===== config.mk =====
export PLATFORM = sky130hd
export DESIGN_NAME = rbnp_ram
export DESIGN_NICKNAME = d
export VERILOG_FILES = /design/src/design/rbnp_ram.sv
export SDC_FILE = /design/constraint.sdc
export NUM_CORES = 2
export LEC_CHECK = 0
export ABC_AREA = 1
export BUFFER_PORTS_ARGS = -buffer_cell sky130_fd_sc_hd__buf_2
export CAP_MARGIN = 0
export CORE_ASPECT_RATIO = 1.2
export CORE_MARGIN = 2
export CORE_UTILIZATION = 40
export DETAILED_ROUTE_END_ITERATION = 8
export PLACE_DENSITY = 0.58
export SKIP_CTS_REPAIR_TIMING = 1
export SYNTH_ARGS = -nofsm -noshare
export SYNTH_HDL_FRONTEND = slang
export SYNTH_SLANG_ARGS = --single-unit

===== constraint.sdc =====
create_clock -name clk_i -period 4.9 [get_ports clk_i]
set_input_delay 0.735 -clock clk_i [delete_from_list [all_inputs] [get_ports clk_i]]
set_output_delay 0.735 -clock clk_i [all_outputs]
set_load 0.005 [all_outputs]

===== src/design/rbnp_ram.sv =====
// ----------------------------------------------------------------------------
// rbnp_ram
// Generic single write port RAM with registered read.
// ----------------------------------------------------------------------------
module rbnp_ram #(
  parameter int WIDTH = 32,
  parameter int DEPTH = 64
) (
  input  logic                                   clk_i,
  input  logic                                   we_i,
  input  logic [((DEPTH > 1) ? $clog2(DEPTH) : 1)-1:0] waddr_i,
  input  logic [WIDTH-1:0]                       wdata_i,
  input  logic [((DEPTH > 1) ? $clog2(DEPTH) : 1)-1:0] raddr_i,
  output logic [WIDTH-1:0]                       rdata_o
);

  logic [WIDTH-1:0] mem_q [DEPTH];

  always_ff @(posedge clk_i) begin
    if (we_i) begin
      mem_q[waddr_i] <= wdata_i;
    end
    rdata_o <= mem_q[raddr_i];
  end

endmodule


==> impl_metrics.csv <==
group,metric,value,unit
detailed_routing,antenna_left,0,
worst_setup_path,reg2regPathDepth,8,
worst_setup_path,r2r_start,"mem_q[17][21]$_DFFE_PP_",
yosys,synth_area_leaders,"edfxtp_1 (74%), nand3_1 (12%), nand2_1 (10%), buf_2 (1.7%), dfxtp_1 (0.77%)",
detailed_routing,vias_per_cell,5.50,
detailed_routing,drt_first_iter_violations,6060,
clock_network,insertion_delay,860,ps
power_and_ir_drop,power_density,396,nW/µm²
power_and_ir_drop,p_total,36.9,mW
global_routing,grt_pass1_vias,51300,
clock_network,cts_tree,"built",
timing,clock.fmax,0.335,GHz
yosys,synth_xor_area_share,0,%
timing,slew_headroom,9.21,%
yosys,synth_commonest_cells,"nand2_1 (2248), edfxtp_1 (2048), nand3_1 (1907), buf_2 (282), clkbuf_1 (77)",
yosys,synthMuxAreaShare,0,%
timing,setup_tns,0,ps
global_routing,overflow,0,
timing,rsz0062_at_grt,"no",
detailed_routing,via_count,53600,
floorplanning,die_x,419,µm
yosys,avgSynthCellArea,12.2,µm²
finish,fin_util,45.3,%
placed_design,dpl.cell_count,9355,
placed_design,dp_slack,1240,ps
global_routing,grt_usage,23.5,%
placed_design,gp_congestion,0.808,
yosys,synth_compound_area_share,0,%
yosys,ys_async_sr_fraction,0,%
yosys,synth_edf_count,2048,
run,max_cap_viol_count,0,
timing,layout_setup_ws,1920,ps
worst_setup_path,endpoint_kind,"flop",
global_routing,antenna_found_initial,13,
clock_network,cts.sinks,2080,
worst_setup_path,r2r-end,"rdata_o[21]$_DFF_P_",
timing,tightest_slew,1360,ps
yosys,ys_seq_area_share,75.1,%
yosys,yosysMostFrequentCell,"nand2_1",
clock_network,clk_path_buf_depth,3,
clock_network,clock-root-buffer,"clkbuf_16",
timing,final-setup-viol-count,0,
placed_design,port_buffers,77,
floorplanning,start_util,40.3,%
yosys,synthDistinctLibCells,16,
global_routing,grt_max_degree,152,
global_routing,grt_pass1_wl,361,mm
detailed_routing,wire_per_inst,25.6,µm
placed_design,placed_cell_area,86800,µm²
worst_setup_path,cp_max_fo,98,
timing,period_share,60.8,%
finish,final_area,93000,µm²
yosys,synth_area_leader_cell,"edfxtp_1",
timing,min_period,2980,ps
placed_design,dp_hpwl,136,mm
finish,final_layout_size_suffix_gt1_share,8.75,%
worst_setup_path,cp-endpoint,"rdata_o[18]$_DFF_P_",
yosys,synth_top_family_by_area,"simple AND/OR/NAND/NOR gates",
yosys,synth-seq-cells,2080,
timing,hold_viol_final,0,
power_and_ir_drop,leakagePower,32.4,nW
detailed_routing,dr.pass1.iters,6,
power_and_ir_drop,ir_drop,0.309,mV
min_path,min_path_type,"primary input to flop",
detailed_routing,post-route-drc-count,0,
yosys,synthSimpleGateAreaFrac,22.1,%
timing,slew_violations,0,
timing,hold_slack,89.0,ps
yosys,synthDominantCellAreaShare,74.3,%
floorplanning,die_h,502,µm
worst_setup_path,crit_path_start,"raddr_i[1]",
yosys,postSynthCellCount,6769,
yosys,yosys_warnings,0,
floorplanning,core-area,205000,µm²
worst_setup_path,cp.required,5650,ps
yosys,synth_fp_nets,6815,
yosys,synth.cell_area,82700,µm²
clock_network,path_clk_slew,70,ps
worst_setup_path,critical_path_arrival,3730,ps
finish,finalNonFillerCells,9735,
yosys,synth_fa_ha_area_share,0,%
clock_network,h-tree-depth,4,
finish,area_growth,12.4,%
floorplanning,top_level_ports,78,
status,status,"complete, no violations",
worst_setup_path,r2r_setup_slack,2970,ps
floorplanning,die_area,211000,µm²
worst_setup_path,timing_worst_setup_path_type,"primary input to flop",
worst_setup_path,startpoint_type,"primary input",
finish,nNetsFinal,6842,
detailed_routing,routed_wl,250,mm
yosys,synth_flop_cell,"edfxtp_1",
clock_network,cts_made_buffers,199,
floorplanning,rows,182,
timing,fin_worst_skew,57.3,ps
[registers in the layout (all words and copies together) (netlist names)]
register  cells
rdata_o      32
mem_q      2048
[final cells by class]
class                   count  area [µm²]
fillers                 18200      112000
flip-flops and latches   2080       62100
multi-input cells        4228       18800
clock buffers             258        5350
well taps                2760        3450
repair buffers            275        2370
clock inverters           110         807
inverters                  12        82.6
diodes                     12        30.0
[worst max-delay path: stages]
cell and delay, ps:
buf_8 420, inv_8 430, buf_12 350, buf_12 180, nand3_1 100, nand3_1 180
nand3_1 140, nand2_1 170, nand2_1 390, nand3_1 280, nand2_1 130
[logic make-up (layout without fill, tap and decap cells)]
group / count (synthesis) / after routing
and+or+nand+nor: 4228 / 4228
buffers and inverters: 461 / 655
DFF: 2080 / 2080
other: 0 / 12
[layout by cell type (no fill, tap or decap), types with 8 or more instances in the layout]
master     synthesis  layout
clkbuf_16          0     203
nor4_2             0       8
buf_4             45     165
nand2_1         2248    2248
clkbuf_1          77      49
buf_12             0      36
clkinv_2           0      32
buf_2            282      70
diode_2            0      12
clkinv_1           0      54
nand4_1            9       9
nand3_1         1907    1907
edfxtp_1        2048    2048
dfxtp_1           32      32
nor2_4             0      56
[routing by layer]
metal / GRT usage, % / wire (µm)
met3: 3.41 / 15800
met4: 9.84 / 10700
met2: 40.3 / 125000
met1: 29.7 / 97800
met5: 0 / 27
[worst min-delay path by stage]
stage	start	to	slack, ps	cells after the start
2_1_floorplan	mem_q[14][0]$_DFFE_PP_	rdata_o[0]$_DFF_P_	720	8
3_3_place_gp	mem_q[60][28]$_DFFE_PP_	rdata_o[28]$_DFF_P_	790	8
3_5_place_dp	mem_q[10][9]$_DFFE_PP_	rdata_o[9]$_DFF_P_	780	8
4_1_cts	wdata_i[13]	mem_q[26][13]$_DFFE_PP_	30	1
5_1_grt	wdata_i[13]	mem_q[26][13]$_DFFE_PP_	50	1
6_report	wdata_i[13]	mem_q[26][13]$_DFFE_PP_	90	1
[where the power goes]
| group | total (mW) | switching, mW | internal (mW) | leakage [nW] |
|---|---|---|---|---|
| Combinational | 2.34 | 1.79 | 0.552 | 10.7 |
| Clock | 14.7 | 6.66 | 8.07 | 3.00 |
| Sequential | 19.8 | 0.101 | 19.7 | 18.7 |
| Total | 36.9 | 8.55 | 28.3 | 32.4 |
(Power assumes the default switching activity.)
