==> src/design/rbnp_pkg.sv <==
// ----------------------------------------------------------------------------
// rbnp_pkg
// Types, constants and helpers shared by the nearest box pick unit.
// ----------------------------------------------------------------------------
package rbnp_pkg;

  localparam int BOX_SLOTS = 64;
  localparam int SLOT_W    = (BOX_SLOTS > 1) ? $clog2(BOX_SLOTS) : 1;
  localparam int CNT_W     = 7;
  localparam int EPS_W     = 16;
  localparam int CFG_W     = 16;
  localparam int DIV_STEPS = 32;

  typedef enum logic {
    OP_WRITE = 1'b0,
    OP_QUERY = 1'b1
  } op_e;

  typedef enum logic {
    CFG_BOX_COUNT = 1'b0,
    CFG_PAR_EPS   = 1'b1
  } cfg_e;

  typedef struct packed {
    logic              operation;
    logic [5:0]        box_slot;
    logic signed [31:0] vec_a_x;
    logic signed [31:0] vec_a_y;
    logic signed [31:0] vec_a_z;
    logic signed [31:0] vec_b_x;
    logic signed [31:0] vec_b_y;
    logic signed [31:0] vec_b_z;
  } in_t;

  typedef struct packed {
    logic       hit_found;
    logic [5:0] hit_index;
  } out_t;

  typedef struct packed {
    logic [2:0][31:0] ctr;
    logic [2:0][31:0] half;
  } box_t;

  typedef struct packed {
    logic              vld;
    logic              last;
    logic [SLOT_W-1:0] slot;
  } tag_t;

  typedef struct packed {
    logic        neg;
    logic        ovf;
    logic [31:0] rem;
    logic [31:0] quo;
  } lane_t;

  typedef struct packed {
    logic        par;
    logic        ok;
    logic [31:0] dmag;
    lane_t       lo;
    lane_t       hi;
  } axis_t;

  typedef struct packed {
    tag_t            tag;
    axis_t [2:0]     ax;
  } cell_t;

  function automatic lane_t div_step(lane_t l, logic [31:0] d);
    lane_t       r;
    logic [32:0] t;
    logic        ge;
    t     = {l.rem, l.quo[31]};
    ge    = (t >= {1'b0, d});
    r     = l;
    r.rem = ge ? 32'(t - {1'b0, d}) : t[31:0];
    r.quo = {l.quo[30:0], ge};
    return r;
  endfunction

endpackage

==> src/design/rbnp_div_cell.sv <==
// ----------------------------------------------------------------------------
// rbnp_div_cell
// One restoring division step for all six slab distances of a box.
// ----------------------------------------------------------------------------
module rbnp_div_cell (
  input  logic            clk_i,
  input  logic            rst_ni,
  input  rbnp_pkg::cell_t cell_i,
  output rbnp_pkg::cell_t cell_o
);
  import rbnp_pkg::*;

  cell_t       cell_d;
  tag_t        tag_q;
  axis_t [2:0] ax_q;

  always_comb begin
    cell_d = cell_i;
    for (int k = 0; k < 3; k++) begin
      cell_d.ax[k].lo = div_step(cell_i.ax[k].lo, cell_i.ax[k].dmag);
      cell_d.ax[k].hi = div_step(cell_i.ax[k].hi, cell_i.ax[k].dmag);
    end
  end

  always_ff @(posedge clk_i or negedge rst_ni) begin
    if (!rst_ni) begin
      tag_q <= '0;
    end else begin
      tag_q <= cell_d.tag;
    end
  end

  always_ff @(posedge clk_i) begin
    ax_q <= cell_d.ax;
  end

  assign cell_o = {tag_q, ax_q};

endmodule

==> config.mk <==
export PLATFORM = sky130hd
export DESIGN_NAME = rbnp_div_cell
export DESIGN_NICKNAME = d
export VERILOG_FILES = /design/src/design/rbnp_pkg.sv /design/src/design/rbnp_div_cell.sv
export SDC_FILE = /design/constraint.sdc
export NUM_CORES = 1
export LEC_CHECK = 0
export ABC_AREA = 1
export BUFFER_PORTS_ARGS = -buffer_cell sky130_fd_sc_hd__buf_2
export CAP_MARGIN = 0
export CELL_PAD_IN_SITES_DETAIL_PLACEMENT = 0
export CELL_PAD_IN_SITES_GLOBAL_PLACEMENT = 1
export CORE_AREA = 5 5 387 389
export CTS_BUF_LIST = sky130_fd_sc_hd__clkbuf_4 sky130_fd_sc_hd__clkbuf_8
export DETAILED_ROUTE_END_ITERATION = 7
export DIE_AREA = 0 0 392 394
export GPL_TIMING_DRIVEN = 1
export PLACE_DENSITY_LB_ADDON = 0.1
export RECOVER_POWER = 50
export SLEW_MARGIN = 20
export SYNTH_ARGS = -nofsm -noshare
export SYNTH_HDL_FRONTEND = slang
export SYNTH_SLANG_ARGS = --single-unit
==> constraint.sdc <==
create_clock -name clk_i -period 0.8 [get_ports clk_i]
set_input_delay 0.08 -clock clk_i [delete_from_list [all_inputs] [get_ports clk_i]]
set_output_delay 0.08 -clock clk_i [all_outputs]
set_load 0.02 [all_outputs]
==> results by group <==
Status
  • Status: finished, violations left
  • Failing checks: negative hold slack, negative setup slack

Route
  • Via count: 37556
  • Total wire length: ~200000 um
  • Post-DR wirelength/cell: 21.8 um
  • ANT nets after route: 0
  • Vias/cell: ~4.1
  • DR DRC count: 0
  • DR pass1 iterations: 7
  • Initial DRC count: 1646

Synth
  • Number of synthesized flops with an enable pin: 0
  • Warning count from the yosys run: 0
  • Post-synthesis cell count: 4362
  • Distinct cells, synth: 37
  • Area contributors post-synth: dfxtp_1 (35%), nand2_1 (23%), inv_1 (11%)
  • Syn Area/Cell: 6.58 um^2
  • Syn Std Cell Area: 0.0287 mm^2
  • Sequential share of the synthesized area: 35.4%
  • FF+latch count, synth: around 510
  • Ys async rst share: between 1.5 and 2%
  • Cell taking the most area after synthesis: dfxtp_1
  • Syn_nets: roughly 5100
  • Share of the synthesized area in the top cell type: between 30% and 40%
  • Post-synth top flop: dfxtp_1

Placed design
  • # placed instances: 8121
  • Routability cong.: ~0.94
  • IO buf count: 1013
  • Hpwl dp: 162000 um

CTS
  • CTS tree: yes
  • Max clock buf depth: 3
  • Sink Count: just over 500
  • Clk root buf: clkbuf_8
  • Clk slew on worst S/H paths: ~0.06 ns
  • Cts bufs inserted: 98
  • H-tree depth: 3

Worst setup path
  • Critical Path RT: 1.56 ns
  • Worst path arrival time: 2.50 ns
  • Startpoint Class: primary input
  • Worst setup EP type: flop
  • Critical path type: in2reg
  • Critical Path Fanout Max: 4

Timing
  • Fmax: 575 MHz
  • Setup TNS: -456.13 ns
  • Hold slack: -0.608 ns
  • Final Worst Setup Slack: -0.940 ns
  • Final Hold Viols: 72
  • Final Max Slew Viols: 0
  • Final setup viols: 705
  • Final min period: 1.74 ns
  • RSZ-0062 raised after global routing: true
  • Relative slew slack: a little over half
  • Period utilisation layout: 218%
  • Worst slew pin tran: 0.702 ns

Global route
  • GRT Resource Usage Total: 24.9%
  • Met1 GRT Util: 31.9%
  • Vias in the first global route: between 30000 and 40000
  • GR Overflow Total: 0
  • Largest net degree at the start of global routing: 22
  • Met3 Use GR: 5.48%
  • Met2 usage: 42.4%
  • Most used routing layer: met2
  • Antenna violations before repair: 42
  • First-pass GRT wire length: 279000 um

Floorplanning
  • I/O pin total: 1014
  • Die area: around 0.15 mm^2
  • Die X: between 300 and 400 um
  • Rows: 141
  • Initial core utilization: 19.6%
  • Height of the die: 394 um
  • Core outline area: approximately 0.15 mm^2

Flow run
  • Max-Cap Viols: 0

Layout
  • Register area: 0.0109 mm^2
  • Filler cells: ~15000
  • Final #Nets: 7940
  • Area taken by multi-input logic gates: 0.0214 mm^2
  • Number of flip-flops in the largest register: 506
  • Commonest non-fill, non-tap cell in the layout: nand2_1
  • Area delta synth->final: 130%
  • Post-route insts no fill: just over 9000
  • Layout cells sized above 1: 53.9%
  • Post-layout util: a little under half
  • Most frequent cells in the layout: nand2_1 (1286), buf_4 (875), dlygate4sd3_1 (774)

Power and ir drop
  • Peak supply drop: 1.44 mV
  • P_leak: 0.0330 uW
  • Pwr dens: 1600 mW/mm^2

Worst hold path
  • Min-Delay Path Class: in2reg
[area by class of cell]
class,instances,area share [%]
Tap cell,1930,3.66
Inverter,839,5.05
Clock buffer,148,2.88
Clock inverter,29,0.518
Sequential cell,506,16.6
Timing Repair Buffer,2816,38.7
Multi-Input combinational cell,2973,32.5
Antenna cell,16,0.0607
[synthesized netlist by cell type, types with 3 or more instances]
cell type,number
and2_1,30
nor3_1,46
dfxtp_1,498
a21oi_1,116
dfrtp_1,8
inv_1,830
buf_4,3
nand2_2,19
buf_6,18
nand3_2,52
nor2_2,32
nor3_2,8
nand2_8,4
nand3b_1,42
nand2_4,9
xor2_1,78
nor2_1,218
buf_12,3
o21ai_0,10
nor2_4,6
nand3_1,318
nand4_1,18
o21bai_1,8
ha_1,192
buf_2,29
xnor2_1,6
nand2_1,1737
inv_2,8
fa_1,6
[layer usage]
metal	vias up	routed length, um	share of wire (%)
li1	19007	-	-
met1	17406	88900	44
met2	890	95300	47
met3	239	11600	5.7
met4	14	5910	2.9
met5	-	92	0.046
[final timing paths]
kind,startpoint,end,depth (start not counted)
min,cell_i[467],cell_o[467],1
max,cell_i[454],cell_o[456],12
max in group asynchronous,rst_ni,cell_o[504],3
min in group asynchronous,rst_ni,cell_o[505],3
[through the flow]
step | hold slack, ns | power (uW) | setup WS (ns) | area, um^2
global route | -0.685 | 111000 | -0.916 | 65900
floorplan | -0.216 | 44200 | -0.724 | 29400
finish | -0.608 | 106000 | -0.940 | 65900
detailed placement | -0.0498 | 61000 | -1.49 | 43700
CTS | -0.794 | 104000 | -0.914 | 62800
global placement | -0.0461 | 61200 | -1.45 | 43700
[cells by family (layout without fill, tap and decap cells)]
| kind of cell | Yosys count | after routing | synth area share [%] |
|---|---|---|---|
| flip-flops | 506 | 506 | 35.4 |
| AND/OR/NAND/NOR | 2544 | 2553 | 38.3 |
| buffers and inverters | 892 | 3832 | 12.5 |
| XOR/XNOR | 84 | 84 | 2.56 |
| AO/OA/AOI/OAI | 138 | 138 | 2.50 |
| other | 0 | 16 | 0 |
| adder cells (fa/ha/maj) | 198 | 198 | 8.78 |
[what timing repair did]
action	4_1_cts	5_1_grt
hold buffers	789	238
resized for setup	2465	757
gates cloned	33	6
pin swaps	236	369
setup endpoints to repair	704	704
buffers inserted	114	69
hold endpoints to repair	510	268
[where the power goes]
group / total, uW / internal [uW] / switching, uW
clock network: 30200 / 16400 / 13800
logic: 44700 / 22000 / 22800
registers: 30600 / 28600 / 2030
total: 106000 / 67000 / 38600
[worst max-delay path: stages]
cell and delay, ns:
buf_2 0.12, dlygate4sd3_1 0.82, ha_4 0.30, a21oi_1 0.22, buf_4 0.14, nand2_1 0.06
inv_1 0.05, nand2_1 0.09, a21oi_1 0.32, nand3b_1 0.14, nand3_2 0.09, nand2_1 0.05
No activity file was read; power rests on OpenSTA's default activity.
