--- config.mk ---
export PLATFORM = sky130hd
export DESIGN_NAME = rbnp_pick
export DESIGN_NICKNAME = d
export VERILOG_FILES = /design/src/design/rbnp_pkg.sv /design/src/design/rbnp_pick.sv
export SDC_FILE = /design/constraint.sdc
export NUM_CORES = 1
export LEC_CHECK = 0
export ABC_AREA = 1
export BUFFER_PORTS_ARGS = -buffer_cell sky130_fd_sc_hd__buf_2
export CORE_MARGIN = 4
export CORE_UTILIZATION = 40
export CTS_BUF_LIST = sky130_fd_sc_hd__clkbuf_4
export DETAILED_ROUTE_END_ITERATION = 16
export SYNTH_ARGS = -nofsm -noshare
export SYNTH_HDL_FRONTEND = slang
export SYNTH_SLANG_ARGS = --single-unit
--- constraint.sdc ---
create_clock -name clk_i -period 10.4 [get_ports clk_i]
set_input_delay 0.52 -clock clk_i [delete_from_list [all_inputs] [get_ports clk_i]]
set_output_delay 0.52 -clock clk_i [all_outputs]
set_load 0.01 [all_outputs]
--- src/design/rbnp_pkg.sv ---
// ----------------------------------------------------------------------------
// rbnp_pkg
// Types, constants and helpers shared by the nearest box pick unit.
// ----------------------------------------------------------------------------
package rbnp_pkg;

  localparam int BOX_SLOTS = 64;
  localparam int SLOT_W    = (BOX_SLOTS > 1) ? $clog2(BOX_SLOTS) : 1;
  localparam int CNT_W     = 7;
  localparam int EPS_W     = 16;
  localparam int CFG_W     = 16;
  localparam int DIV_STEPS = 32;

  typedef enum logic {
    OP_WRITE = 1'b0,
    OP_QUERY = 1'b1
  } op_e;

  typedef enum logic {
    CFG_BOX_COUNT = 1'b0,
    CFG_PAR_EPS   = 1'b1
  } cfg_e;

  typedef struct packed {
    logic              operation;
    logic [5:0]        box_slot;
    logic signed [31:0] vec_a_x;
    logic signed [31:0] vec_a_y;
    logic signed [31:0] vec_a_z;
    logic signed [31:0] vec_b_x;
    logic signed [31:0] vec_b_y;
    logic signed [31:0] vec_b_z;
  } in_t;

  typedef struct packed {
    logic       hit_found;
    logic [5:0] hit_index;
  } out_t;

  typedef struct packed {
    logic [2:0][31:0] ctr;
    logic [2:0][31:0] half;
  } box_t;

  typedef struct packed {
    logic              vld;
    logic              last;
    logic [SLOT_W-1:0] slot;
  } tag_t;

  typedef struct packed {
    logic        neg;
    logic        ovf;
    logic [31:0] rem;
    logic [31:0] quo;
  } lane_t;

  typedef struct packed {
    logic        par;
    logic        ok;
    logic [31:0] dmag;
    lane_t       lo;
    lane_t       hi;
  } axis_t;

  typedef struct packed {
    tag_t            tag;
    axis_t [2:0]     ax;
  } cell_t;

  function automatic lane_t div_step(lane_t l, logic [31:0] d);
    lane_t       r;
    logic [32:0] t;
    logic        ge;
    t     = {l.rem, l.quo[31]};
    ge    = (t >= {1'b0, d});
    r     = l;
    r.rem = ge ? 32'(t - {1'b0, d}) : t[31:0];
    r.quo = {l.quo[30:0], ge};
    return r;
  endfunction

endpackage

--- src/design/rbnp_pick.sv ---
// ----------------------------------------------------------------------------
// rbnp_pick
// Saturate slab distances, intersect the slabs and keep the nearest hit.
// ----------------------------------------------------------------------------
module rbnp_pick (
  input  logic            clk_i,
  input  logic            rst_ni,
  input  rbnp_pkg::cell_t cell_i,
  output logic            done_o,
  output rbnp_pkg::out_t  res_o
);
  import rbnp_pkg::*;

  localparam logic [31:0] TMAX = 32'h7fff_ffff;
  localparam logic [31:0] TMIN = 32'h8000_0000;

  function automatic logic [31:0] sat(lane_t l);
    logic [31:0] v;
    if (l.ovf) begin
      v = l.neg ? TMIN : TMAX;
    end else if (!l.neg) begin
      v = l.quo[31] ? TMAX : l.quo;
    end else begin
      v = (l.quo > TMIN) ? TMIN : 32'(32'd0 - l.quo);
    end
    return v;
  endfunction

  tag_t             taga_q, tagb_q, tagc_q;
  logic [2:0][31:0] t1a_q, t2a_q, tnb_q, tfb_q;
  logic [2:0]       para_q, oka_q, okb_q;
  logic [31:0]      tminc_q;
  logic             hitc_q;
  logic             found_q;
  logic [SLOT_W-1:0] best_q;
  logic [31:0]      bestt_q;
  logic             done_q;
  out_t             res_q;

  logic [2:0][31:0] t1a_d, t2a_d, tnb_d, tfb_d;
  logic [2:0]       okb_d;
  logic [31:0]      tmin_d, tmax_d;
  logic             hit_d, upd;

  always_comb begin
    for (int k = 0; k < 3; k++) begin
      t1a_d[k] = sat(cell_i.ax[k].lo);
      t2a_d[k] = sat(cell_i.ax[k].hi);
      if (para_q[k]) begin
        tnb_d[k] = TMIN;
        tfb_d[k] = TMAX;
      end else if ($signed(t1a_q[k]) > $signed(t2a_q[k])) begin
        tnb_d[k] = t2a_q[k];
        tfb_d[k] = t1a_q[k];
      end else begin
        tnb_d[k] = t1a_q[k];
        tfb_d[k] = t2a_q[k];
      end
      okb_d[k] = !para_q[k] || oka_q[k];
    end
    tmin_d = TMIN;
    tmax_d = TMAX;
    for (int k = 0; k < 3; k++) begin
      if ($signed(tnb_q[k]) > $signed(tmin_d)) tmin_d = tnb_q[k];
      if ($signed(tfb_q[k]) < $signed(tmax_d)) tmax_d = tfb_q[k];
    end
    hit_d = tagb_q.vld && (&okb_q) && ($signed(tmin_d) <= $signed(tmax_d))
          && !tmin_d[31];
    upd   = hitc_q && (!found_q || ($signed(tminc_q) < $signed(bestt_q)));
  end

  always_ff @(posedge clk_i or negedge rst_ni) begin
    if (!rst_ni) begin
      taga_q  <= '0;
      tagb_q  <= '0;
      tagc_q  <= '0;
      hitc_q  <= 1'b0;
      found_q <= 1'b0;
      done_q  <= 1'b0;
    end else begin
      taga_q <= cell_i.tag;
      tagb_q <= taga_q;
      tagc_q <= tagb_q;
      hitc_q <= hit_d;
      done_q <= tagc_q.last;
      if (tagc_q.last) begin
        found_q <= 1'b0;
      end else if (upd) begin
        found_q <= 1'b1;
      end
    end
  end

  always_ff @(posedge clk_i) begin
    t1a_q   <= t1a_d;
    t2a_q   <= t2a_d;
    para_q  <= {cell_i.ax[2].par, cell_i.ax[1].par, cell_i.ax[0].par};
    oka_q   <= {cell_i.ax[2].ok, cell_i.ax[1].ok, cell_i.ax[0].ok};
    tnb_q   <= tnb_d;
    tfb_q   <= tfb_d;
    okb_q   <= okb_d;
    tminc_q <= tmin_d;
    if (upd) begin
      best_q  <= tagc_q.slot;
      bestt_q <= tminc_q;
    end
    if (tagc_q.last) begin
      res_q.hit_found <= upd || found_q;
      res_q.hit_index <= upd ? 6'(tagc_q.slot)
                       : (found_q ? 6'(best_q) : 6'd0);
    end
  end

  assign done_o = done_q;
  assign res_o  = res_q;

endmodule

==> flow_metrics.env <==
export IMPL_crit_slowest_cell="o21ai_0"
export IMPL_p_per_area_nw_per_um2=202
export IMPL_synth_nets=4366
export IMPL_fillers=6941
export IMPL_pin_count=516
export IMPL_drv_cap=0
export IMPL_clk_latency_ns=0.94
export IMPL_post_dp_hpwl_um=65600
export IMPL_synthMuxAreaShare_pct=0
export IMPL_drive_above_1_share_pct=13.3
export IMPL_cts_tree="done"
export IMPL_antenna_found_initial=5
export IMPL_period_share_pct=81.9
export IMPL_leakage_nw=16.0
export IMPL_rsz0062_at_grt="no"
export IMPL_synth_edf_count=45
export IMPL_drv_slew=0
export IMPL_end_kind="register"
export IMPL_ys_seq_elements=496
export IMPL_hold_path_class="in2async"
export IMPL_grt_met2_usage_pct=38.4
export IMPL_area_delta_synth_final_pct=21.5
export IMPL_startpoint_type="register"
export IMPL_max_freq_mhz=117
export IMPL_yosys_area_share_simple_pct=19.1
export IMPL_vdd_drop_max_v=0.000115
export IMPL_grtUsageTotal_pct=22.4
export IMPL_netlist_instances=3567
export IMPL_yosysMostFrequentCell="nand2_1"
export IMPL_setup_viol=0
export IMPL_core_area_um2=70100
export IMPL_globalRouteMet3Util_pct=4.94
export IMPL_power_total_mw=6.96
export IMPL_cp_data_required_time_ns=11.17
export IMPL_cts_htree_levels=4
export IMPL_cpPeakStageDelay_ns=0.68
export IMPL_synth_top_area_share_pct=30.0
export IMPL_cts_max_path_buffers=3
export IMPL_drc_errors=0
export IMPL_synth_compound_area_share_pct=18.1
export IMPL_final_util_pct=49.1
export IMPL_synth_ff_type="dfxtp_1"
export IMPL_tns_ns=0
export IMPL_arrival_ns=9.29
export IMPL_clock_sinks=496
export IMPL_path_common_cell="nand2_1"
export IMPL_cts_resized=0
export IMPL_cts_buffers=134
export IMPL_ys_seq_area_share_pct=37.0
export IMPL_tightest_slew_ns=1.11
export IMPL_synthTopCellsByArea="dfxtp_1 (30%), ha_1 (13%), nand2_1 (6.7%)"
export IMPL_dr_total_vias=26200
export IMPL_yosys_warnings=0
export IMPL_whs_ns=0.128
export IMPL_status="complete, no violations"
export IMPL_grt_max_degree=121
export IMPL_layout_min_cycle_time_ns=8.52
export IMPL_ant_nets=0
export IMPL_synthAdderAreaFrac_pct=12.8
export IMPL_grt_busiest_layer="met2"
export IMPL_yosys_area_top_type="dfxtp_1"
export IMPL_grt_pass1_wl_um=131000
export IMPL_ys_types=66
export IMPL_place_congestion=0.916
export IMPL_path_buf_inv=3
export IMPL_port_buffers=227
export IMPL_crit_type="reg2reg"
export IMPL_first_pass_iters=5
export IMPL_synth_top_family_by_area="simple AND/OR/NAND/NOR gates"
export IMPL_routed_wl_um=85500
export IMPL_drtIter0Drc=1708
export IMPL_fin_skew_ns=0.0610
export IMPL_wl_per_cell_um=16.8
export IMPL_hold_viol_final=0
export IMPL_met1_usage_pct=27.3
export IMPL_slew_headroom_pct=25.8
export IMPL_start_util_pct=40.5
export IMPL_synth_common_cells="nand2_1 (503), inv_1 (430), dfxtp_1 (425)"
export IMPL_cp_max_fo=52
export IMPL_synth_area_per_cell_um2=7.96
export IMPL_critical_path_top_delay_family="compound AO/OA/AOI/OAI gates"
export IMPL_grt_pass1_vias=24800
export IMPL_rows=97
export IMPL_gr_total_overflow=0
export IMPL_nets=4844
export IMPL_cts_root_buf="clkbuf_4"
export IMPL_avgViaCountPerCell=5.16
export IMPL_synth_xor_area_share_pct=4.82
export IMPL_netlist_area_um2=28400
export IMPL_die_w_um=274
export IMPL_clk_pin_slew_ns=0.07
export IMPL_async_flop_share_pct=5.24
export IMPL_die_y_um=274
export IMPL_dieArea_um2=75300
area by class of cell:
class	count	area, um2	area share, %
clock buffers	186	1400	4.05
repair buffers	495	3790	11.0
well taps	940	1180	3.41
diodes	1	2.50	0.00726
clock inverters	48	367	1.06
inverters	446	1670	4.86
flip-flops and latches	496	10500	30.5
multi-input cells	2472	15600	45.1
cell usage in the layout (no fill, tap or decap), types with 79 or more instances in the layout:
cell type,Yosys,layout
inv_1,430,428
dlygate4sd3_1,0,255
nand2_1,503,503
nand3_1,155,155
a21oi_1,257,257
o211ai_1,108,108
o22ai_1,79,79
ha_1,291,291
o21ai_0,324,324
buf_2,24,227
nor3_1,121,121
nor2_1,196,196
dfxtp_1,425,425
clkbuf_4,0,186
xor2_1,119,119
flip-flops by register name, summed over array words and instances (netlist names), 3 cells and up:
signal and flops:
oka_q 3, taga_q 8, tfb_q 96, para_q 3, tagc_q 7, t1a_q 96
best_q 6, tminc_q 32, t2a_q 96, tagb_q 8, tnb_q 96, okb_q 3
bestt_q 32, res_o 7
layer usage:
layer	routed length, um	part of all wire, %
met5	13	0.015
met4	3180	3.7
met3	5230	6.1
met2	41100	48
met1	36000	42
what timing repair did:
item	4_1_cts	5_1_grt
buffers inserted	0	0
hold buffers	255	0
hold endpoints to repair	220	0
path summary, 6_finish.rpt:
| path | cells past startpoint | slack [ns] | startpoint | to |
|---|---|---|---|---|
| setup / recovery | 30 | 1.88 | tnb_q[63]$_SDFF_PP1_ | hitc_q$_DFF_PN0_ |
| hold / removal | 2 | 0.13 | rst_ni | tagb_q[6]$_DFF_PN0_ |
| setup reg to reg | 30 | 1.88 | tnb_q[63]$_SDFF_PP1_ | hitc_q$_DFF_PN0_ |
| hold reg to reg | 0 | 0.34 | tagb_q[0]$_DFF_PN0_ | tagc_q[0]$_DFF_PN0_ |
| max in group asynchronous | 2 | 9.89 | rst_ni | taga_q[1]$_DFF_PN0_ |
| min in group clk_i | 5 | 0.13 | cell_i[89] | t1a_q[23]$_DFF_P_ |
logic make-up after synthesis:
kind of cell / Yosys count
simple gates: 1142
compound gates: 883
flops: 496
fa+ha+maj: 291
buf+inv: 599
xor+xnor: 156
stage by stage:
stage,std cells,instance area (um2),setup WS [ns]
6_report,5084,34500,1.88
4_1_cts,5083,34500,1.98
3_3_place_gp,4594,30200,2.13
3_5_place_dp,4594,30200,2.08
5_1_grt,5084,34500,1.21
2_1_floorplan,3567,28400,4.85
power by group:
group / switching, mW / internal [mW] / leakage [nW]
sequential: 0.172 / 2.23 / 4.33
clock: 0.795 / 0.979 / 1.04
combinational: 1.82 / 0.955 / 10.6
total: 2.79 / 4.16 / 16.0
Note: power is estimated with default switching activity, not from simulation.
