--- config.mk ---
export PLATFORM = sky130hd
export DESIGN_NAME = rbnp_prep
export DESIGN_NICKNAME = d
export VERILOG_FILES = /design/src/design/rbnp_pkg.sv /design/src/design/rbnp_prep.sv
export SDC_FILE = /design/constraint.sdc
export NUM_CORES = 2
export LEC_CHECK = 0
export BUFFER_PORTS_ARGS = -buffer_cell sky130_fd_sc_hd__buf_2
export CORE_AREA = 2 2 355 357
export DETAILED_ROUTE_END_ITERATION = 8
export DIE_AREA = 0 0 357 359
export PLACE_DENSITY = 0.71
export RECOVER_POWER = 100
export SLEW_MARGIN = 25
export SYNTH_ARGS = -nofsm -noshare
export SYNTH_HDL_FRONTEND = slang
export SYNTH_SLANG_ARGS = --single-unit
export TNS_END_PERCENT = 5
--- constraint.sdc ---
create_clock -name clk_i -period 9.3 [get_ports clk_i]
set_clock_uncertainty 0.15 [all_clocks]
set_input_delay 0.465 -clock clk_i [delete_from_list [all_inputs] [get_ports clk_i]]
set_output_delay 0.465 -clock clk_i [all_outputs]
set_load 0.02 [all_outputs]
--- src/design/rbnp_pkg.sv ---
// ----------------------------------------------------------------------------
// rbnp_pkg
// Types, constants and helpers shared by the nearest box pick unit.
// ----------------------------------------------------------------------------
package rbnp_pkg;

  localparam int BOX_SLOTS = 64;
  localparam int SLOT_W    = (BOX_SLOTS > 1) ? $clog2(BOX_SLOTS) : 1;
  localparam int CNT_W     = 7;
  localparam int EPS_W     = 16;
  localparam int CFG_W     = 16;
  localparam int DIV_STEPS = 32;

  typedef enum logic {
    OP_WRITE = 1'b0,
    OP_QUERY = 1'b1
  } op_e;

  typedef enum logic {
    CFG_BOX_COUNT = 1'b0,
    CFG_PAR_EPS   = 1'b1
  } cfg_e;

  typedef struct packed {
    logic              operation;
    logic [5:0]        box_slot;
    logic signed [31:0] vec_a_x;
    logic signed [31:0] vec_a_y;
    logic signed [31:0] vec_a_z;
    logic signed [31:0] vec_b_x;
    logic signed [31:0] vec_b_y;
    logic signed [31:0] vec_b_z;
  } in_t;

  typedef struct packed {
    logic       hit_found;
    logic [5:0] hit_index;
  } out_t;

  typedef struct packed {
    logic [2:0][31:0] ctr;
    logic [2:0][31:0] half;
  } box_t;

  typedef struct packed {
    logic              vld;
    logic              last;
    logic [SLOT_W-1:0] slot;
  } tag_t;

  typedef struct packed {
    logic        neg;
    logic        ovf;
    logic [31:0] rem;
    logic [31:0] quo;
  } lane_t;

  typedef struct packed {
    logic        par;
    logic        ok;
    logic [31:0] dmag;
    lane_t       lo;
    lane_t       hi;
  } axis_t;

  typedef struct packed {
    tag_t            tag;
    axis_t [2:0]     ax;
  } cell_t;

  function automatic lane_t div_step(lane_t l, logic [31:0] d);
    lane_t       r;
    logic [32:0] t;
    logic        ge;
    t     = {l.rem, l.quo[31]};
    ge    = (t >= {1'b0, d});
    r     = l;
    r.rem = ge ? 32'(t - {1'b0, d}) : t[31:0];
    r.quo = {l.quo[30:0], ge};
    return r;
  endfunction

endpackage

--- src/design/rbnp_prep.sv ---
// ----------------------------------------------------------------------------
// rbnp_prep
// Slab bounds, offsets and divider operands for one box a cycle.
// ----------------------------------------------------------------------------
module rbnp_prep (
  input  logic                    clk_i,
  input  logic                    rst_ni,
  input  rbnp_pkg::tag_t          tag_i,
  input  rbnp_pkg::box_t          box_i,
  input  logic [2:0][31:0]        org_i,
  input  logic [2:0][31:0]        dir_i,
  input  logic [rbnp_pkg::EPS_W-1:0] eps_i,
  output rbnp_pkg::cell_t         cell_o
);
  import rbnp_pkg::*;

  tag_t             tag1_q, tag2_q;
  logic [2:0][33:0] lo1_q, hi1_q;
  logic [2:0]       par1_q, par2_q;
  logic [2:0][31:0] dm1_q, dm2_q;
  logic [2:0][34:0] nlo2_q, nhi2_q;
  logic [2:0]       ok2_q;
  tag_t             tag3_q;
  axis_t [2:0]      ax3_q;

  logic [2:0][33:0] lo1_d, hi1_d;
  logic [2:0]       par1_d;
  logic [2:0][31:0] dm1_d;
  logic [2:0][34:0] nlo2_d, nhi2_d;
  logic [2:0]       ok2_d;
  cell_t            cell_d;

  function automatic lane_t lane_init(logic [34:0] n, logic dneg, logic [31:0] dm);
    lane_t       l;
    logic [34:0] mag;
    mag   = n[34] ? 35'(35'd0 - n) : n;
    l.neg = n[34] ^ dneg;
    l.ovf = (32'(mag[34:16]) >= dm);
    l.rem = 32'(mag[34:16]);
    l.quo = {mag[15:0], 16'd0};
    return l;
  endfunction

  always_comb begin
    logic [34:0] o35;
    cell_d.tag = tag2_q;
    for (int k = 0; k < 3; k++) begin
      lo1_d[k]  = {{2{box_i.ctr[k][31]}}, box_i.ctr[k]}
                - {{2{box_i.half[k][31]}}, box_i.half[k]};
      hi1_d[k]  = {{2{box_i.ctr[k][31]}}, box_i.ctr[k]}
                + {{2{box_i.half[k][31]}}, box_i.half[k]};
      dm1_d[k]  = dir_i[k][31] ? 32'(32'd0 - dir_i[k]) : dir_i[k];
      par1_d[k] = (dm1_d[k] == 32'd0) || (dm1_d[k] < {16'd0, eps_i});
      o35       = {{3{org_i[k][31]}}, org_i[k]};
      nlo2_d[k] = {lo1_q[k][33], lo1_q[k]} - o35;
      nhi2_d[k] = {hi1_q[k][33], hi1_q[k]} - o35;
      ok2_d[k]  = !(($signed(o35) < $signed({lo1_q[k][33], lo1_q[k]}))
                 || ($signed(o35) > $signed({hi1_q[k][33], hi1_q[k]})));
      cell_d.ax[k].par  = par2_q[k];
      cell_d.ax[k].ok   = ok2_q[k];
      cell_d.ax[k].dmag = dm2_q[k];
      cell_d.ax[k].lo   = lane_init(nlo2_q[k], dir_i[k][31], dm2_q[k]);
      cell_d.ax[k].hi   = lane_init(nhi2_q[k], dir_i[k][31], dm2_q[k]);
    end
  end

  always_ff @(posedge clk_i or negedge rst_ni) begin
    if (!rst_ni) begin
      tag1_q <= '0;
      tag2_q <= '0;
      tag3_q <= '0;
    end else begin
      tag1_q <= tag_i;
      tag2_q <= tag1_q;
      tag3_q <= cell_d.tag;
    end
  end

  always_ff @(posedge clk_i) begin
    lo1_q  <= lo1_d;
    hi1_q  <= hi1_d;
    par1_q <= par1_d;
    dm1_q  <= dm1_d;
    par2_q <= par1_q;
    dm2_q  <= dm1_q;
    nlo2_q <= nlo2_d;
    nhi2_q <= nhi2_d;
    ok2_q  <= ok2_d;
    ax3_q  <= cell_d.ax;
  end

  assign cell_o = {tag3_q, ax3_q};

endmodule

==> reports/results.ini <==
[worst_setup_path]
timing.critical_path.required_ps = 9740
worst_setup_path_startpoint = nlo2_q[8]
setup.reg_to_reg.worst_slack_ps = 4210
worstSetupEndpoint = cell_o[130]
crit_arrival_ps = 5530
start_of_the_worst_register_to_register_path = nlo2_q[8]
setup.worst_path.end_class = flop
maximum_fanout_count_along_the_critical_path = 5
worstSetupStartpointType = flop
path_class = flop to flop
rr_endpoint = cell_o[130]
rr_worst_depth = 16

[floorplan]
die_width_um = 357
floorplan.initialDensity = 0.400
design.core.area_um2 = 125000
placementRows = 130
ios = 916
die_h_um = 359
area_enclosed_by_the_die_boundary_um2 = 128000

[flow_run]
maxCapViolations = 4

[sta]
hold_viol_final = 0
worst_slew_pin_slew_ps = 1820
max_freq_ghz = 0.197
grt_setup_unrepaired = false
finalSetupTns_ps = 0
setup_viol_count_final = 0
layout_setup_ws_ps = 4210
final_period_minus_worst_setup_slack_ps = 5090
slew_violations = 142
finalCritPeriodShare = 0.547
worst_slew_margin_rel = -0.211

[global_routing]
first_global_vias = 40266
grt_pass1_wl_um = 241000
grt_remaining_overflow = 0
grt_max_degree = 39
grt_util_all_layers = 0.246
antenna_found_initial = 40

[clocking]
cts_buffers = 101
clk-insertion-delay-late_ps = 720
htreeDepth = 3
cts_max_path_buffers = 3
total_clock_sinks = 942
cts_root_buf = sky130_fd_sc_hd__clkbuf_16
cts.clk_slew.worst_paths_ps = 60
cts_setup_buffers = 0
cts_tree = built

[pwr]
pwr-share-clk = 0.261
power_share_of_the_sequential_group = 0.369
irDropWorstVdd_mv = 0.221
power_density_nw_per_um2 = 285
p_int_w = 0.0103
switching_share = 0.391
p_leak_nw = 26.6
share_comb_of_total_power = 0.370
switchingPower_w = 0.00658
finalPower_w = 0.0168

[logic_synthesis]
synth_top_flop_cell = sky130_fd_sc_hd__dfxtp_1
synth_async_sr_flop_share = 0.0255
syn-mean-instance-area_um2 = 9.17
ys_seq_area_frac = 0.381
synth_cell_types = 82
synth.largest_area_cell = sky130_fd_sc_hd__dfxtp_1
synth.cell_area_um2 = 49800
synth.top_cell.area_share = 0.369
synth.ff_latch_count = 942
synth_top_cells_by_area = sky130_fd_sc_hd__dfxtp_1 37%, sky130_fd_sc_hd__ha_1 14%, sky130_fd_sc_hd__xnor2_1 9.0%
ys_warn_count = 0
synth_enable_flop_cells = 0
number_of_standard_cells_after_synthesis = 5437

[placement]
io_buffers = 741
dp_hpwl_um = 137000
detailedPlace.worstSlack_ps = 4400
gp_routability_congestion = 0.984
postPlaceCellArea_um2 = 54700

[route]
dr.pass1.iters = 6
drt_iter0_drc = 2752
vias = 41689
ant_nets = 0
vias_per_cell = 5.16
detail_route.drc_violations = 0
avgRoutedWirePerCell_um = 20.3
wirelength_um = 164000

[final_layout]
layout.cells.most_common_list = 918 x sky130_fd_sc_hd__dfxtp_1, 564 x sky130_fd_sc_hd__ha_1, 510 x sky130_fd_sc_hd__xnor2_1
layout_commonest_cell = sky130_fd_sc_hd__dfxtp_1
nets_finish = 7312
layout-drive-gt1-share = 0.0934
fillCellCount = 12019
final_design_area_no_fill_um2 = 59200
area_growth_pct = 18.7

[outcome]
failed_checks = capacitance limit, slew limit
status = finished with violations

[hold_path]
classification_of_the_worst_slack_hold_path = input pin to flop

## sequential cells by signal, indices dropped and copies added, names as in the netlist
register	count
hi1_q	99
tag1_q	8
lo1_q	96
nlo2_q	100
cell_o	329
par1_q	3
ok2_q	3
par2_q	3
cell_d	104
nhi2_q	101
dm1_q	96
## worst min path at each step
stage | cells past startpoint | endpoint | start | slack, ps
2_1_floorplan | 0 | cell_d[498] | rst_ni | 20
3_3_place_gp | 0 | cell_d[134] | dm1_q[2] | 160
3_5_place_dp | 0 | cell_d[136] | dm1_q[4] | 160
4_1_cts | 4 | hi1_q[65] | box_i[62] | 5
5_1_grt | 2 | dm1_q[7] | dir_i[7] | 30
6_report | 2 | dm1_q[7] | dir_i[7] | 40
## through the flow
stage / hold WS [ps] / util / cells
2_1_floorplan: 19.4 / - / 5622
3_3_place_gp: 160 / 0.439 / 7742
3_5_place_dp: 162 / 0.439 / 7742
4_1_cts: 4.65 / 0.479 / 8063
5_1_grt: 30.1 / 0.475 / 8078
6_report: 40.2 / 0.475 / 8085
## Yosys cell counts (9+ instances only)
cell                        instances
sky130_fd_sc_hd__dfxtp_1          918
sky130_fd_sc_hd__ha_1             564
sky130_fd_sc_hd__xnor2_1          510
sky130_fd_sc_hd__inv_1            475
sky130_fd_sc_hd__a21oi_1          386
sky130_fd_sc_hd__nor2_1           324
sky130_fd_sc_hd__o21ai_0          297
sky130_fd_sc_hd__nand2_1          230
sky130_fd_sc_hd__buf_4            178
sky130_fd_sc_hd__a21o_1           159
sky130_fd_sc_hd__clkbuf_1         104
sky130_fd_sc_hd__nand2b_1         102
sky130_fd_sc_hd__xor2_1           102
sky130_fd_sc_hd__o31ai_1           89
sky130_fd_sc_hd__nor3_1            82
sky130_fd_sc_hd__nor2b_1           79
sky130_fd_sc_hd__nand3_1           74
sky130_fd_sc_hd__o21bai_1          70
sky130_fd_sc_hd__nand4_1           60
sky130_fd_sc_hd__or3_1             54
sky130_fd_sc_hd__or4_1             49
sky130_fd_sc_hd__nor4_1            48
sky130_fd_sc_hd__o21a_1            48
sky130_fd_sc_hd__a211oi_1          45
sky130_fd_sc_hd__a31oi_1           39
sky130_fd_sc_hd__o41ai_1           39
sky130_fd_sc_hd__and3_1            29
sky130_fd_sc_hd__dfrtp_1           24
sky130_fd_sc_hd__a21boi_0          22
sky130_fd_sc_hd__or2_2             18
sky130_fd_sc_hd__and2_1            15
sky130_fd_sc_hd__o211ai_1          15
sky130_fd_sc_hd__a211o_1           14
sky130_fd_sc_hd__a2111oi_0         13
sky130_fd_sc_hd__fa_1              12
sky130_fd_sc_hd__o22ai_1           11
sky130_fd_sc_hd__a311oi_1           9
## routing by layer
layer,vias up,share of wire,wire length (um),GRT usage
met1,19566,0.42,69700,0.303
met5,-,0.00056,92,0
met2,1458,0.46,75300,0.405
met3,335,0.069,11300,0.0514
met4,16,0.049,8050,0.123
li1,20314,-,-,-
## critical path: stages (launching register included)
cell,delay [ps]
sky130_fd_sc_hd__dfxtp_1,330
sky130_fd_sc_hd__or4_4,540
sky130_fd_sc_hd__or3_1,420
sky130_fd_sc_hd__or3_1,340
sky130_fd_sc_hd__or4_1,450
sky130_fd_sc_hd__or4_1,440
sky130_fd_sc_hd__or4_1,550
sky130_fd_sc_hd__o31ai_1,290
sky130_fd_sc_hd__xnor2_1,200
sky130_fd_sc_hd__ha_1,310
sky130_fd_sc_hd__a21o_1,170
sky130_fd_sc_hd__a211oi_1,220
sky130_fd_sc_hd__o211ai_1,130
sky130_fd_sc_hd__o211ai_1,120
sky130_fd_sc_hd__a31oi_1,100
sky130_fd_sc_hd__o21ai_0,150
sky130_fd_sc_hd__a21oi_1,80
## cells by family after synthesis
group	Yosys count	synth area share
adder cells (fa/ha/maj)	576	0.146
AO/OA/AOI/OAI	1333	0.170
XOR/XNOR	612	0.108
AND/OR/NAND/NOR	1203	0.123
buffers and inverters	767	0.0712
other	1	0.0000752
flip-flops	942	0.381
multiplexers	3	0.000628
## layout make-up
| cell class | instances | area [um^2] | share of cell area |
|---|---|---|---|
| inverter | 477 | 1790 | 0.0303 |
| sequential | 942 | 19000 | 0.321 |
| tap | 1650 | 2060 | 0.0349 |
| antenna | 22 | 55.1 | 0.000930 |
| clock inverter | 57 | 851 | 0.0144 |
| multi-input combinational | 3913 | 27900 | 0.472 |
| clock buffer | 133 | 2850 | 0.0481 |
| timing repair buffer | 891 | 4650 | 0.0787 |
## power groups by stage
stage	clock (W)	sequential, W	combinational [W]
final	0.00439	0.00621	0.00624
after global routing	0.00463	0.00630	0.00682
after CTS	0.00447	0.00618	0.00634
after detailed placement	0	0.00625	0.00624
after global placement	0	0.00623	0.00618
after floorplan	0	0.00654	0.00366
## timing repair
item	4_1_cts	5_1_grt
hold buffers	131	0
gates resized for setup	0	0
hold endpoints to repair	140	0
Power figures use the tool's default switching activity.
